## config.mk

```make
export PLATFORM = sky130hd
export DESIGN_NAME = qrpg_sqrt_cell
export DESIGN_NICKNAME = d
export VERILOG_FILES = /design/src/hw/rtl/qrpg_pkg.sv /design/src/hw/rtl/qrpg_sqrt_cell.sv
export SDC_FILE = /design/constraint.sdc
export NUM_CORES = 1
export LEC_CHECK = 0
export ABC_CLOCK_PERIOD_IN_PS = 14000
export BUFFER_PORTS_ARGS = -buffer_cell sky130_fd_sc_hd__buf_2
export CAP_MARGIN = 20
export CORE_MARGIN = 5
export CORE_UTILIZATION = 60
export CTS_BUF_LIST = sky130_fd_sc_hd__clkbuf_8 sky130_fd_sc_hd__clkbuf_16
export DETAILED_ROUTE_END_ITERATION = 12
export PLACE_DENSITY = 0.86
export SETUP_SLACK_MARGIN = 0.05
export SYNTH_ARGS = -nofsm -noshare
export SYNTH_HDL_FRONTEND = slang
export SYNTH_SLANG_ARGS = --single-unit
```

## constraint.sdc

```tcl
create_clock -name clk -period 14 [get_ports clk]
set_input_delay 3.5 -clock clk [delete_from_list [all_inputs] [get_ports clk]]
set_output_delay 3.5 -clock clk [all_outputs]
set_load 0.01 [all_outputs]
```

## src/hw/rtl/qrpg_pkg.sv

```systemverilog
// Shared constants for the quaternion to roll/pitch/gravity pipeline.
// Arctangent table, angle formats and output limits. No dependencies.
`timescale 1ns / 1ps

package qrpg_pkg;

  // Angle accumulator: Q30 radians, wide enough for pi/2 plus the table sum
  localparam int ANG_FRAC  = 30;
  localparam int OUT_FRAC  = 13;
  localparam int OUT_SHIFT = ANG_FRAC - OUT_FRAC;
  localparam int ANG_W     = 33;

  // Integer square root: 61-bit radicand, one root bit per cell
  localparam int SQRT_W     = 62;
  localparam int SQRT_STEPS = 31;
  localparam int ROOT_W     = 31;

  localparam int TAB_LEN = 24;

  localparam logic signed [ANG_W-1:0] HALF_PI_Q30 = 33'sd1686629713;
  localparam logic signed [ANG_W-1:0] ROLL_MAX    = 33'sd25736;
  localparam logic signed [ANG_W-1:0] PITCH_MAX   = 33'sd12868;

  // atan(2^-i), Q30, truncated
  localparam logic [29:0] ATAN_TAB [TAB_LEN] = '{
    30'd843314856, 30'd497837829, 30'd263043836, 30'd133525158, 30'd67021686,
    30'd33543515,  30'd16775850,  30'd8388437,   30'd4194282,   30'd2097149,
    30'd1048575,   30'd524287,    30'd262143,    30'd131071,    30'd65535,
    30'd32767,     30'd16383,     30'd8191,      30'd4095,      30'd2047,
    30'd1023,      30'd511,       30'd255,       30'd127
  };

endpackage

```

## src/hw/rtl/qrpg_sqrt_cell.sv

```systemverilog
// One cell of the integer square-root chain: one root bit per cell.
// Carries a side word alongside. Uses qrpg_pkg.
`timescale 1ns / 1ps

module qrpg_sqrt_cell #(
  parameter int K      = 0,
  parameter int SIDE_W = 1
) (
  input  logic                         clk,
  input  logic                         rst_n,
  input  logic                         en,
  input  logic                         vld_i,
  input  logic [qrpg_pkg::SQRT_W-1:0]  n_i,
  input  logic [qrpg_pkg::SQRT_W-1:0]  res_i,
  input  logic [SIDE_W-1:0]            side_i,
  output logic                         vld_o,
  output logic [qrpg_pkg::SQRT_W-1:0]  n_o,
  output logic [qrpg_pkg::SQRT_W-1:0]  res_o,
  output logic [SIDE_W-1:0]            side_o
);

  localparam logic [qrpg_pkg::SQRT_W-1:0] BIT = qrpg_pkg::SQRT_W'(1) << (2 * K);

  logic [qrpg_pkg::SQRT_W-1:0] trial, n_nxt, res_nxt;
  logic                        take;

  always_comb begin
    trial   = res_i + BIT;
    take    = (n_i >= trial);
    n_nxt   = take ? n_i - trial : n_i;
    res_nxt = take ? (res_i >> 1) + BIT : (res_i >> 1);
  end

  logic                        vld_r;
  logic [qrpg_pkg::SQRT_W-1:0] n_r, res_r;
  logic [SIDE_W-1:0]           side_r;

  always_ff @(posedge clk) begin
    if (!rst_n) begin
      vld_r <= 1'b0;
    end else if (en) begin
      vld_r <= vld_i;
    end
  end

  always_ff @(posedge clk) begin
    if (en) begin
      n_r    <= n_nxt;
      res_r  <= res_nxt;
      side_r <= side_i;
    end
  end

  assign vld_o  = vld_r;
  assign n_o    = n_r;
  assign res_o  = res_r;
  assign side_o = side_r;

endmodule

```

Word-level counts from Yosys, hierarchy flattened
Index checks and enable logic that the tools add are counted.
Cells by class
  add/sub/neg operators: 3
  $lt $le $gt $ge: 1
  muxes and demuxes: 2
Operators by type and width (count)
  61-bit by 1-bit adder with 62-bit output (second input constant): 1
  62-bit by 1-bit adder with 62-bit output (second input constant): 1
  62-bit greater-or-equal comparator: 1
  62-bit 2-to-1 mux: 1
  62-bit subtractor: 1
  61-bit 2-to-1 mux: 1
Storage, ports and cells
  bits in registers: 126
  bits of input ports: 129
  output and inout port bits: 126
  word-level logic and storage cells: 11

Depth between registers and ports, before layout
  depth after elaboration: 3
  gate-level depth with buffers: 25
  depth with buffers taken out: 19

Least setup slack after synthesis
OpenSTA, ideal clock, no wires.
  path kind: input-to-reg
  start point: input port res_i[7] (netlist bit)
  end point: register n_r (netlist bit n_o[31]), data pin
  setup time: 0.262 ns
  data arrival time: 7.741 ns
  required time: 13.738 ns
  setup slack: 5.997 ns
  stages on the path: 19
  path buffers: 5
  cells stage by stage: clkbuf_1 nand4_1 nor3_1 and2_1 clkbuf_1 inv_1 or4_1 xor2_1 ha_1 buf_2 nand4_1 or4_1 nor4_4 o2111ai_2 nand4_2 and2_1 buf_2 buf_4 mux2_1
Between the ends
  longest elaborated chain between the ends: 3
  elaborated cells on any way between the ends: 4
  those cells by class: 2 x add/sub; 1 x order compare; 1 x mux
RTL lines
  start: declaration: line qrpg_sqrt_cell.sv:14  | input logic [qrpg_pkg::SQRT_W-1:0] res_i,
  62-bit by 1-bit adder with 62-bit output *: line qrpg_sqrt_cell.sv:28  | trial = res_i + BIT;
  62-bit subtractor or 62-bit greater-or-equal comparator (tied branches): line qrpg_sqrt_cell.sv:30, qrpg_sqrt_cell.sv:29
  62-bit 2-to-1 mux *: line qrpg_sqrt_cell.sv:30  | n_nxt = take ? n_i - trial : n_i;
  via n_nxt (one bit): line qrpg_sqrt_cell.sv:24  | logic [qrpg_pkg::SQRT_W-1:0] trial, n_nxt, res_nxt;
  end signal: assignment: line qrpg_sqrt_cell.sv:48  | n_r <= n_nxt;
  end: declaration: line qrpg_sqrt_cell.sv:35  | logic [qrpg_pkg::SQRT_W-1:0] n_r, res_r;
Mark *: on every way through the listed nets, which the timed path passes. The rest lies on a longest branch.
A chain may end at the register's enable or synchronous reset.

Final worst setup path
  start point: input port res_i[0] (netlist bit)
  end point: register n_r (netlist bit n_o[31]), data pin
The elaborated chain is that of the path after synthesis.

==> impl_metrics.ini <==
[finish]
nets = 1627
area_growth_pct = 17.5
layout_common_cells = buf_2, nand2_1, edfxtp_1
drive_above_1_share_pct = 22.0
final_common_cell = buf_2

[clock_network]
postCtsSetupBuffers = 0
clkLatencyLatePin_ns = 0.42
cts_max_path_buffers = 2
clk_pin_slew_ns = 0.06
hold_buffers = 0
cts_resized = 0
cts_sinks = 126
htree_levels = 4
numCtsBuffers = 17
cts_tree = built
root_buffer = clkbuf_16

[routing]
drc = 0
drt_iter0_drc = 1332
viasPerCell = 6.48
wl_per_cell_um = 23.2
wl_mm = 38.9
firstDrtPassIters = 6
final_antenna_net_count = 0
vias = 10900

[floorplan]
core_um2 = 17800
rows = 49
io_pins = 255
die_w_um = 144
initial_utilization_pct = 60.6
dieArea_um2 = 20800
die_y_um = 144

[timing]
finalMaxSlewViolations = 0
finalHoldViolCount = 0
min_period_over_period_pct = 68.3
fmax_mhz = 105
timing.slew.headroom_pct = 29.3
rsz0062_at_grt = no
worst_slack_ns = 4.43
period_needed_ns = 9.57
final-setup-viol-count = 0
tightest_slew_ns = 1.06
skew_ns = 0
setup_tns_ns = 0

[synth]
synth_largest_area_cell = edfxtp_1
ys_async_sr_fraction_pct = 0
syn_avg_cell_area_um2 = 8.86
yosysSeqAreaShare_pct = 34.9
synthCells = 1220
ys_dominant_reg_cell = edfxtp_1
synthTopCellsByArea = edfxtp_1, xor2_1, ha_1, xnor2_1, a21oi_1
synth.distinct_cells = 70
synth_nets = 1414
synth_edf_count = 125
netlist_area_um2 = 10800
synth_top_area_share_pct = 34.7
synth-seq-cells = 126
yosysWarnings = 0

[place]
gp_congestion = 1.02
port_buffers = 254
dpl.hpwl_mm = 30.3
preCtsSetupSlack_ns = 4.10

[worst_setup_path]
worst-path-max-fanout = 67
crit_path_end_kind = register
worstPathRequired_ns = 14.17
arrival_ns = 9.74
worstSetupStartpointType = input pin
worstSetupPathType = in2reg

[grt]
grt_usage_pct = 36.2
grt_pass1_wl_mm = 57.5
grt_pass1_vias = 10200
grt_start_max_net_pins = 82
grt-ovfl-total = 0
antenna_found_initial = 6

[status]
run_status = completed

[power]
power_density_nw_per_um2 = 105
ir_worst_vdd_uv = 90.3
leakage_nw = 5.19

[run]
drv_cap = 0

[min_path]
hp-class = reg2reg
-- worst paths after layout --
check	start	endpoint	slack (ns)	depth (start not counted)
worst max-delay path	res_i[0]	n_o[31]	4.43	18
worst min-delay path	vld_o	vld_o	0.52	2
worst max register to register	vld_o	vld_o	13.41	2
worst min register to register	vld_o	vld_o	0.52	2
-- cells in the mapped netlist, types with 4 or more instances --
library cell,instances
a211o_1,4
a211oi_1,6
a21o_1,34
a21oi_1,108
a31oi_1,12
and2_1,10
and3_1,32
and4_1,12
buf_2,18
buf_4,5
clkbuf_1,37
edfxtp_1,125
ha_1,64
inv_1,22
nand2_1,135
nand2b_1,7
nand3_1,49
nand4_1,43
nor2_1,115
nor2b_1,10
nor3_1,27
nor3_2,6
nor4_1,13
nor4_2,4
nor4b_2,5
o211ai_1,5
o21a_1,9
o21ai_0,49
o21ai_1,4
o21bai_1,13
or3_1,5
or4_1,4
xnor2_1,80
xor2_1,95
-- layer usage --
layer	up-vias	wire (um)	global-route usage [%]
li1	4909	-	-
met4	8	1330	10.7
met2	843	17000	55.9
met3	128	4880	9.09
met5	-	58	0
met1	4975	15700	50.8
-- worst max-delay path, stage by stage --
cell,delay (ns)
buf_2,0.29
ha_1,0.26
nand3_1,0.18
nor3_1,0.57
and2_1,0.49
inv_1,0.10
or4_1,0.43
xor2_1,0.18
ha_1,0.43
and3_1,0.26
nand4_1,0.16
nor4_1,0.50
nand3_1,0.31
o21a_1,0.29
nand2_1,0.15
and2_4,0.56
buf_4,0.64
mux2_1,0.38
-- state kept, by name, summed over array words and instances (netlist names) --
| signal | count |
|---|---|
| vld_o | 1 |
| side_o | 1 |
| res_o | 62 |
| n_o | 62 |
-- cell type report --
cell class	count	area [um^2]
diodes	2	5.00
inverters	22	82.6
flip-flops and latches	126	3770
clock buffers	17	425
clock inverters	15	170
repair buffers	257	1300
multi-input cells	1009	6670
well taps	229	287
fillers	1386	5130
-- metrics by stage --
step	cells	util, %	power, W	instance area (um^2)	hold slack (ns)
CTS	1675	71.2	0.00133	12700	0.529
detailed placement	1643	67.9	0.000871	12100	0.513
floorplan	1220	-	0.000730	10800	0.538
global route	1677	71.2	0.00139	12700	0.557
global placement	1643	67.9	0.000866	12100	0.497
finish	1677	71.2	0.00134	12700	0.520
-- kinds of logic (layout without fill, tap and decap cells) --
logic type	count (synthesis)	after routing	synth area share, %
xor+xnor	175	175	14.2
buf+inv	85	311	3.47
compound gates	273	273	15.7
flops	126	126	34.9
other cells	0	2	0
fa+ha+maj	65	65	7.59
simple gates	494	494	23.9
mux	2	2	0.197
-- report_power, final --
| group | internal [W] | switching (W) | total, W |
|---|---|---|---|
| Combinational | 0.000142 | 0.000252 | 0.000394 |
| Sequential | 0.000469 | 0.0000120 | 0.000481 |
| Clock | 0.000279 | 0.000184 | 0.000463 |
(Power assumes the default switching activity.)
