### src/hw/rtl/qrpg_pkg.sv
// Shared constants for the quaternion to roll/pitch/gravity pipeline.
// Arctangent table, angle formats and output limits. No dependencies.
`timescale 1ns / 1ps

package qrpg_pkg;

  // Angle accumulator: Q30 radians, wide enough for pi/2 plus the table sum
  localparam int ANG_FRAC  = 30;
  localparam int OUT_FRAC  = 13;
  localparam int OUT_SHIFT = ANG_FRAC - OUT_FRAC;
  localparam int ANG_W     = 33;

  // Integer square root: 61-bit radicand, one root bit per cell
  localparam int SQRT_W     = 62;
  localparam int SQRT_STEPS = 31;
  localparam int ROOT_W     = 31;

  localparam int TAB_LEN = 24;

  localparam logic signed [ANG_W-1:0] HALF_PI_Q30 = 33'sd1686629713;
  localparam logic signed [ANG_W-1:0] ROLL_MAX    = 33'sd25736;
  localparam logic signed [ANG_W-1:0] PITCH_MAX   = 33'sd12868;

  // atan(2^-i), Q30, truncated
  localparam logic [29:0] ATAN_TAB [TAB_LEN] = '{
    30'd843314856, 30'd497837829, 30'd263043836, 30'd133525158, 30'd67021686,
    30'd33543515,  30'd16775850,  30'd8388437,   30'd4194282,   30'd2097149,
    30'd1048575,   30'd524287,    30'd262143,    30'd131071,    30'd65535,
    30'd32767,     30'd16383,     30'd8191,      30'd4095,      30'd2047,
    30'd1023,      30'd511,       30'd255,       30'd127
  };

endpackage

### src/hw/rtl/qrpg_cordic_cell.sv
// One CORDIC vectoring micro-rotation for the roll and pitch lanes.
// Carries a side word alongside. Uses qrpg_pkg.
`timescale 1ns / 1ps

module qrpg_cordic_cell #(
  parameter int IDX    = 0,
  parameter int CW     = 39,
  parameter int SIDE_W = 1
) (
  input  logic                               clk,
  input  logic                               rst_n,
  input  logic                               en,
  input  logic                               vld_i,
  input  logic signed [CW-1:0]               x_i   [2],
  input  logic signed [CW-1:0]               y_i   [2],
  input  logic signed [qrpg_pkg::ANG_W-1:0]  ang_i [2],
  input  logic [SIDE_W-1:0]                  side_i,
  output logic                               vld_o,
  output logic signed [CW-1:0]               x_o   [2],
  output logic signed [CW-1:0]               y_o   [2],
  output logic signed [qrpg_pkg::ANG_W-1:0]  ang_o [2],
  output logic [SIDE_W-1:0]                  side_o
);

  localparam logic signed [qrpg_pkg::ANG_W-1:0] STEP =
    $signed(qrpg_pkg::ANG_W'(qrpg_pkg::ATAN_TAB[IDX]));

  logic signed [CW-1:0]              x_nxt [2];
  logic signed [CW-1:0]              y_nxt [2];
  logic signed [qrpg_pkg::ANG_W-1:0] a_nxt [2];

  always_comb begin
    for (int l = 0; l < 2; l++) begin
      if (y_i[l] >= 0) begin
        x_nxt[l] = x_i[l] + (y_i[l] >>> IDX);
        y_nxt[l] = y_i[l] - (x_i[l] >>> IDX);
        a_nxt[l] = ang_i[l] + STEP;
      end else begin
        x_nxt[l] = x_i[l] - (y_i[l] >>> IDX);
        y_nxt[l] = y_i[l] + (x_i[l] >>> IDX);
        a_nxt[l] = ang_i[l] - STEP;
      end
    end
  end

  logic                              vld_r;
  logic signed [CW-1:0]              x_r [2];
  logic signed [CW-1:0]              y_r [2];
  logic signed [qrpg_pkg::ANG_W-1:0] a_r [2];
  logic [SIDE_W-1:0]                 side_r;

  always_ff @(posedge clk) begin
    if (!rst_n) begin
      vld_r <= 1'b0;
    end else if (en) begin
      vld_r <= vld_i;
    end
  end

  always_ff @(posedge clk) begin
    if (en) begin
      x_r    <= x_nxt;
      y_r    <= y_nxt;
      a_r    <= a_nxt;
      side_r <= side_i;
    end
  end

  assign vld_o  = vld_r;
  assign x_o    = x_r;
  assign y_o    = y_r;
  assign ang_o  = a_r;
  assign side_o = side_r;

endmodule

### config.mk
export PLATFORM = sky130hd
export DESIGN_NAME = qrpg_cordic_cell
export DESIGN_NICKNAME = d
export VERILOG_FILES = /design/src/hw/rtl/qrpg_pkg.sv /design/src/hw/rtl/qrpg_cordic_cell.sv
export SDC_FILE = /design/constraint.sdc
export NUM_CORES = 1
export LEC_CHECK = 0
export BUFFER_PORTS_ARGS = -buffer_cell sky130_fd_sc_hd__buf_2
export CAP_MARGIN = 0
export CELL_PAD_IN_SITES_DETAIL_PLACEMENT = 1
export CELL_PAD_IN_SITES_GLOBAL_PLACEMENT = 1
export CORE_MARGIN = 4
export CORE_UTILIZATION = 25
export DETAILED_ROUTE_END_ITERATION = 12
export PLACE_DENSITY_LB_ADDON = 0.15
export SLEW_MARGIN = 20
export SYNTH_ARGS = -nofsm -noshare
export SYNTH_HDL_FRONTEND = slang
export SYNTH_SLANG_ARGS = --single-unit
### constraint.sdc
create_clock -name clk -period 8.9 [get_ports clk]
set_input_delay 1.335 -clock clk [delete_from_list [all_inputs] [get_ports clk]]
set_output_delay 1.335 -clock clk [all_outputs]
set_load 0.02 [all_outputs]
=== After elaboration in Yosys (flattened, before gate mapping) ===
Index checks and enable logic that the tools add are counted.

* Divide/modulo/power cells: 0
* Add/sub/neg operators: 10
* Eq/ne operators: 0
* Magnitude comparators: 2
* Bitwise logic cells: 0
* Mux-type cells: 6
* $mul: 0
* Reductions and logical operators: 0
* Shift operators: 0

{| class="wikitable"
|+ Operators with widths
! kind !! count
|-
| 2-to-1 mux 39 bit || 4
|-
| subtractor 39 bit || 4
|-
| adder 39 bit || 2
|-
| >= comparator 39 x 1 -> 1 bit, second input constant || 2
|-
| adder 33 x 31 -> 33 bit, second input constant || 2
|-
| 2-to-1 mux 33 bit || 2
|-
| subtractor 33 x 31 -> 33 bit, second input constant || 2
|}

* Bits in latches: 0
* Bits in writable memories: 0
* Memory bits (read-only): 0
* Bits in registers: 224
* Word-level logic and storage cells: 26
* Input port bits: 227
* Memories: 0

=== Depth between registers and ports, before layout ===
* Depth after elaboration: 2
* Gate-level depth with buffers: 14
* Depth with buffers taken out: 13

=== Worst setup path after synthesis ===
No wires, ideal clock.

* Path kind: input to register
* Start: input y_i[77] (netlist bit)
* End: register a_r (netlist bit ang_o[65]) (data pin)
* Slack: 4.245 ns
* Setup time: 0.260 ns
* Buffers on the path: 2
* Arrival: 4.395 ns
* Cell stages on the path: 13
* Cells stage by stage: inv_1 -> clkbuf_1 -> clkbuf_1 -> ha_1 -> a21oi_1 -> o21ai_0 -> a31oi_1 -> a2111oi_0 -> nor4_1 -> o21ai_1 -> a221o_1 -> a21oi_1 -> xnor2_1

{| class="wikitable"
|+ RTL lines
! what !! line !! RTL
|-
| start: declaration || qrpg_cordic_cell.sv:15 || <nowiki>input logic signed [CW-1:0] y_i [2],</nowiki>
|-
| end signal: assignment || qrpg_cordic_cell.sv:64 || <nowiki>a_r <= a_nxt;</nowiki>
|-
| end: declaration || qrpg_cordic_cell.sv:49 || <nowiki>logic signed [qrpg_pkg::ANG_W-1:0] a_r [2];</nowiki>
|}

==> metrics.csv <==
metric;value;unit
max capacitance violation total;0;
Place WS;3.45;ns
Buffers on Ports;450;
clock tree sinks;222;
EDFF count, synth;221;
power per cell area;166;mW/mm^2
DRT met1 WL;42300;um
uppermost layer routed;met5;
met3 WL;4800;um
status;complete, no violations;
Cells after Synth;2752;
Post-Synth Simple-Gate Area;0.126;
top-count cell post-synth;a21oi_1;
Post-Syn Nets;3291;
grt ovf;0;
Worst Skew;0;ns
FP Rows;111;
worst-path maximum fanout;68;
Placed Area;0.0267;sq mm
die span in y;313;um
DR vias;22400;
Routed met2 length;49100;um
adder-cell share of the synthesized area;0.170;
initial drt markers;1343;
Tot Pwr;0.00461;W
post-CTS sizing;0;
Total GRT Usage;0.193;
CTS Root Buffer Type;clkbuf_16;
fin crit period;4.84;ns
number of global-route vias before repair;23800;
Worst Setup Path Type;input pin to flop;
initial antenna violation count;14;
Hold-fix buffers, CTS;0;
largest family of logic cells by synthesized area;compound AO/OA/AOI/OAI gates;
Ys Warns;0;
FFs w/ async S/R, synth;0;
first-pass GRT wire length;149000;um
R2R setup slack;8.29;ns
Layout fillers;11000;
setup_tns;0;ns
largest net degree at the start of global routing;113;
Synth area leaders;edfxtp_1 (28%), ha_1 (16%), a21oi_1 (7.8%), xnor2_1 (6.4%), inv_1 (4.1%);
core area;0.0921;sq mm
top cells by count, synth;a21oi_1 (362), ha_1 (304), inv_1 (257);
Worst Path Required;9.26;ns
compound-cell area share of the yosys netlist;0.268;
overall routed net length;99400;um
P&R area growth vs syn;19.3;%
Initial Util;0.253;
register area;0.00666;sq mm
final hold viol count;0;
chip width;313;um
xor-xnor portion of the synthesized cell area;0.0759;
GP Congestion;0.873;
WP data arrival;5.20;ns
HP Class;flop to flop;
# IOs;451;
TritonRoute pass-1 iters;5;
Worst Slack Setup Final;4.06;ns
post-synthesis mux area share;0.0103;
Syn Area/Cell;8.47;sq um
clk_lat worst skew;0.60;ns
final cycle utilization of the critical path;0.544;
Worst setup SP type;input pin;
Inserted Clock Buffers;31;
die area;0.0982;sq mm
RSZ-0062 raised after global routing;false;
post-CTS setup buffers;0;
H-tree levels;1;
Min Hold Slack;0.536;ns
share of layout cells above drive strength 1;0.170;
Worst slew margin;0.239;
antenna-violating nets left;0;
Max rail drop VDD;0.121;mV
# DRC;0;
# setup viols final;0;
post-DP HPWL;80400;um
via-per-instance ratio;5.09;
leak pwr;12.1;nW
post-synth top area cell;edfxtp_1;
clock buffer depth;3;
final-report max-slew violation count;0;
Seq cells post-synth;222;
multi-input logic area;0.0152;sq mm
fin area;0.0278;sq mm
CTS tree;done;
area of the mapped netlist;0.0233;sq mm
slew at the pin closest to its max-slew limit;1.13;ns
Fmax achieved;0.207;GHz
nets;3668;
clk slew on worst S/H paths;0.06;ns
Synth cell types;76;
top cell type's share of synthesized area;0.285;
Post-synth top flop;edfxtp_1;
routed len/inst;22.6;um
sequential cell area fraction in the yosys report;0.286;
critical path endpoint category;flop;
-- cells by family (layout without fill, tap and decap cells) --
family / after synthesis / count (layout)
AOI/OAI and AO/OA: 1002 / 1002
and+or+nand+nor: 603 / 603
DFF: 222 / 222
other: 0 / 5
buffers and inverters: 387 / 789
adders and majority gates: 312 / 312
muxes: 24 / 24
xor gates and xnor gates: 202 / 202
-- flip-flops by register name (all words and copies together) (netlist names) --
register / cells
ang_o: 66
side_o: 1
x_o: 78
y_o: 76
vld_o: 1
-- cell type report --
type                       count  share of cell area
antenna                        5            0.000450
multi-input combinational   2143               0.545
tap                         1243              0.0559
timing repair buffer         459              0.0844
clock inverter                21             0.00936
clock buffer                  37              0.0287
inverter                     272              0.0367
sequential                   222               0.239
-- routing by layer --
layer  GRT usage  up-vias
li1            -    10700
met1       0.236    11000
met2       0.347      538
met3      0.0308      158
met4      0.0597        6
met5           0        -
-- placed cells by master (no fill, tap or decap), drive strengths merged, types with 37 or more instances in the layout --
| master | Yosys | routed |
|---|---|---|
| clkbuf | 79 | 37 |
| nand2 | 117 | 117 |
| o21bai | 80 | 80 |
| nor3 | 48 | 48 |
| nand4 | 40 | 40 |
| ha | 304 | 304 |
| a21oi | 362 | 362 |
| inv | 260 | 261 |
| nor2 | 206 | 206 |
| a21o | 81 | 81 |
| edfxtp | 221 | 221 |
| xnor2 | 169 | 169 |
| buf | 36 | 459 |
| o21ai | 210 | 210 |
-- where the power goes --
part	switching, W	leakage, nW	internal [W]	total [W]
registers	0.0000586	2.17	0.00139	0.00145
logic	0.00123	9.40	0.000619	0.00185
clock network	0.000514	0.520	0.000807	0.00132
-- worst paths after layout --
path | start | cells past startpoint | to
worst max register to register | vld_o | 2 | vld_o
worst max-delay path | y_i[38] | 14 | ang_o[27]
worst min-delay path | vld_o | 2 | vld_o
worst min register to register | vld_o | 2 | vld_o
-- stage by stage --
stage | instances | utilization
finish | 4402 | 0.302
global route | 4399 | 0.302
CTS | 4397 | 0.302
detailed placement | 4339 | 0.290
global placement | 4339 | 0.290
floorplan | 2752 | -
-- worst max-delay path, stage by stage --
cell      delay [ns]
buf_4           0.33
inv_2           0.11
buf_4           0.71
ha_1            0.40
nor2b_1         0.15
o21ai_1         0.19
a21o_1          0.18
nor3b_1         0.28
o211ai_1        0.22
a221oi_1        0.32
o21ai_1         0.19
a31oi_1         0.38
o21ai_0         0.19
xor2_1          0.17
No activity file was read; power rests on OpenSTA's default activity.
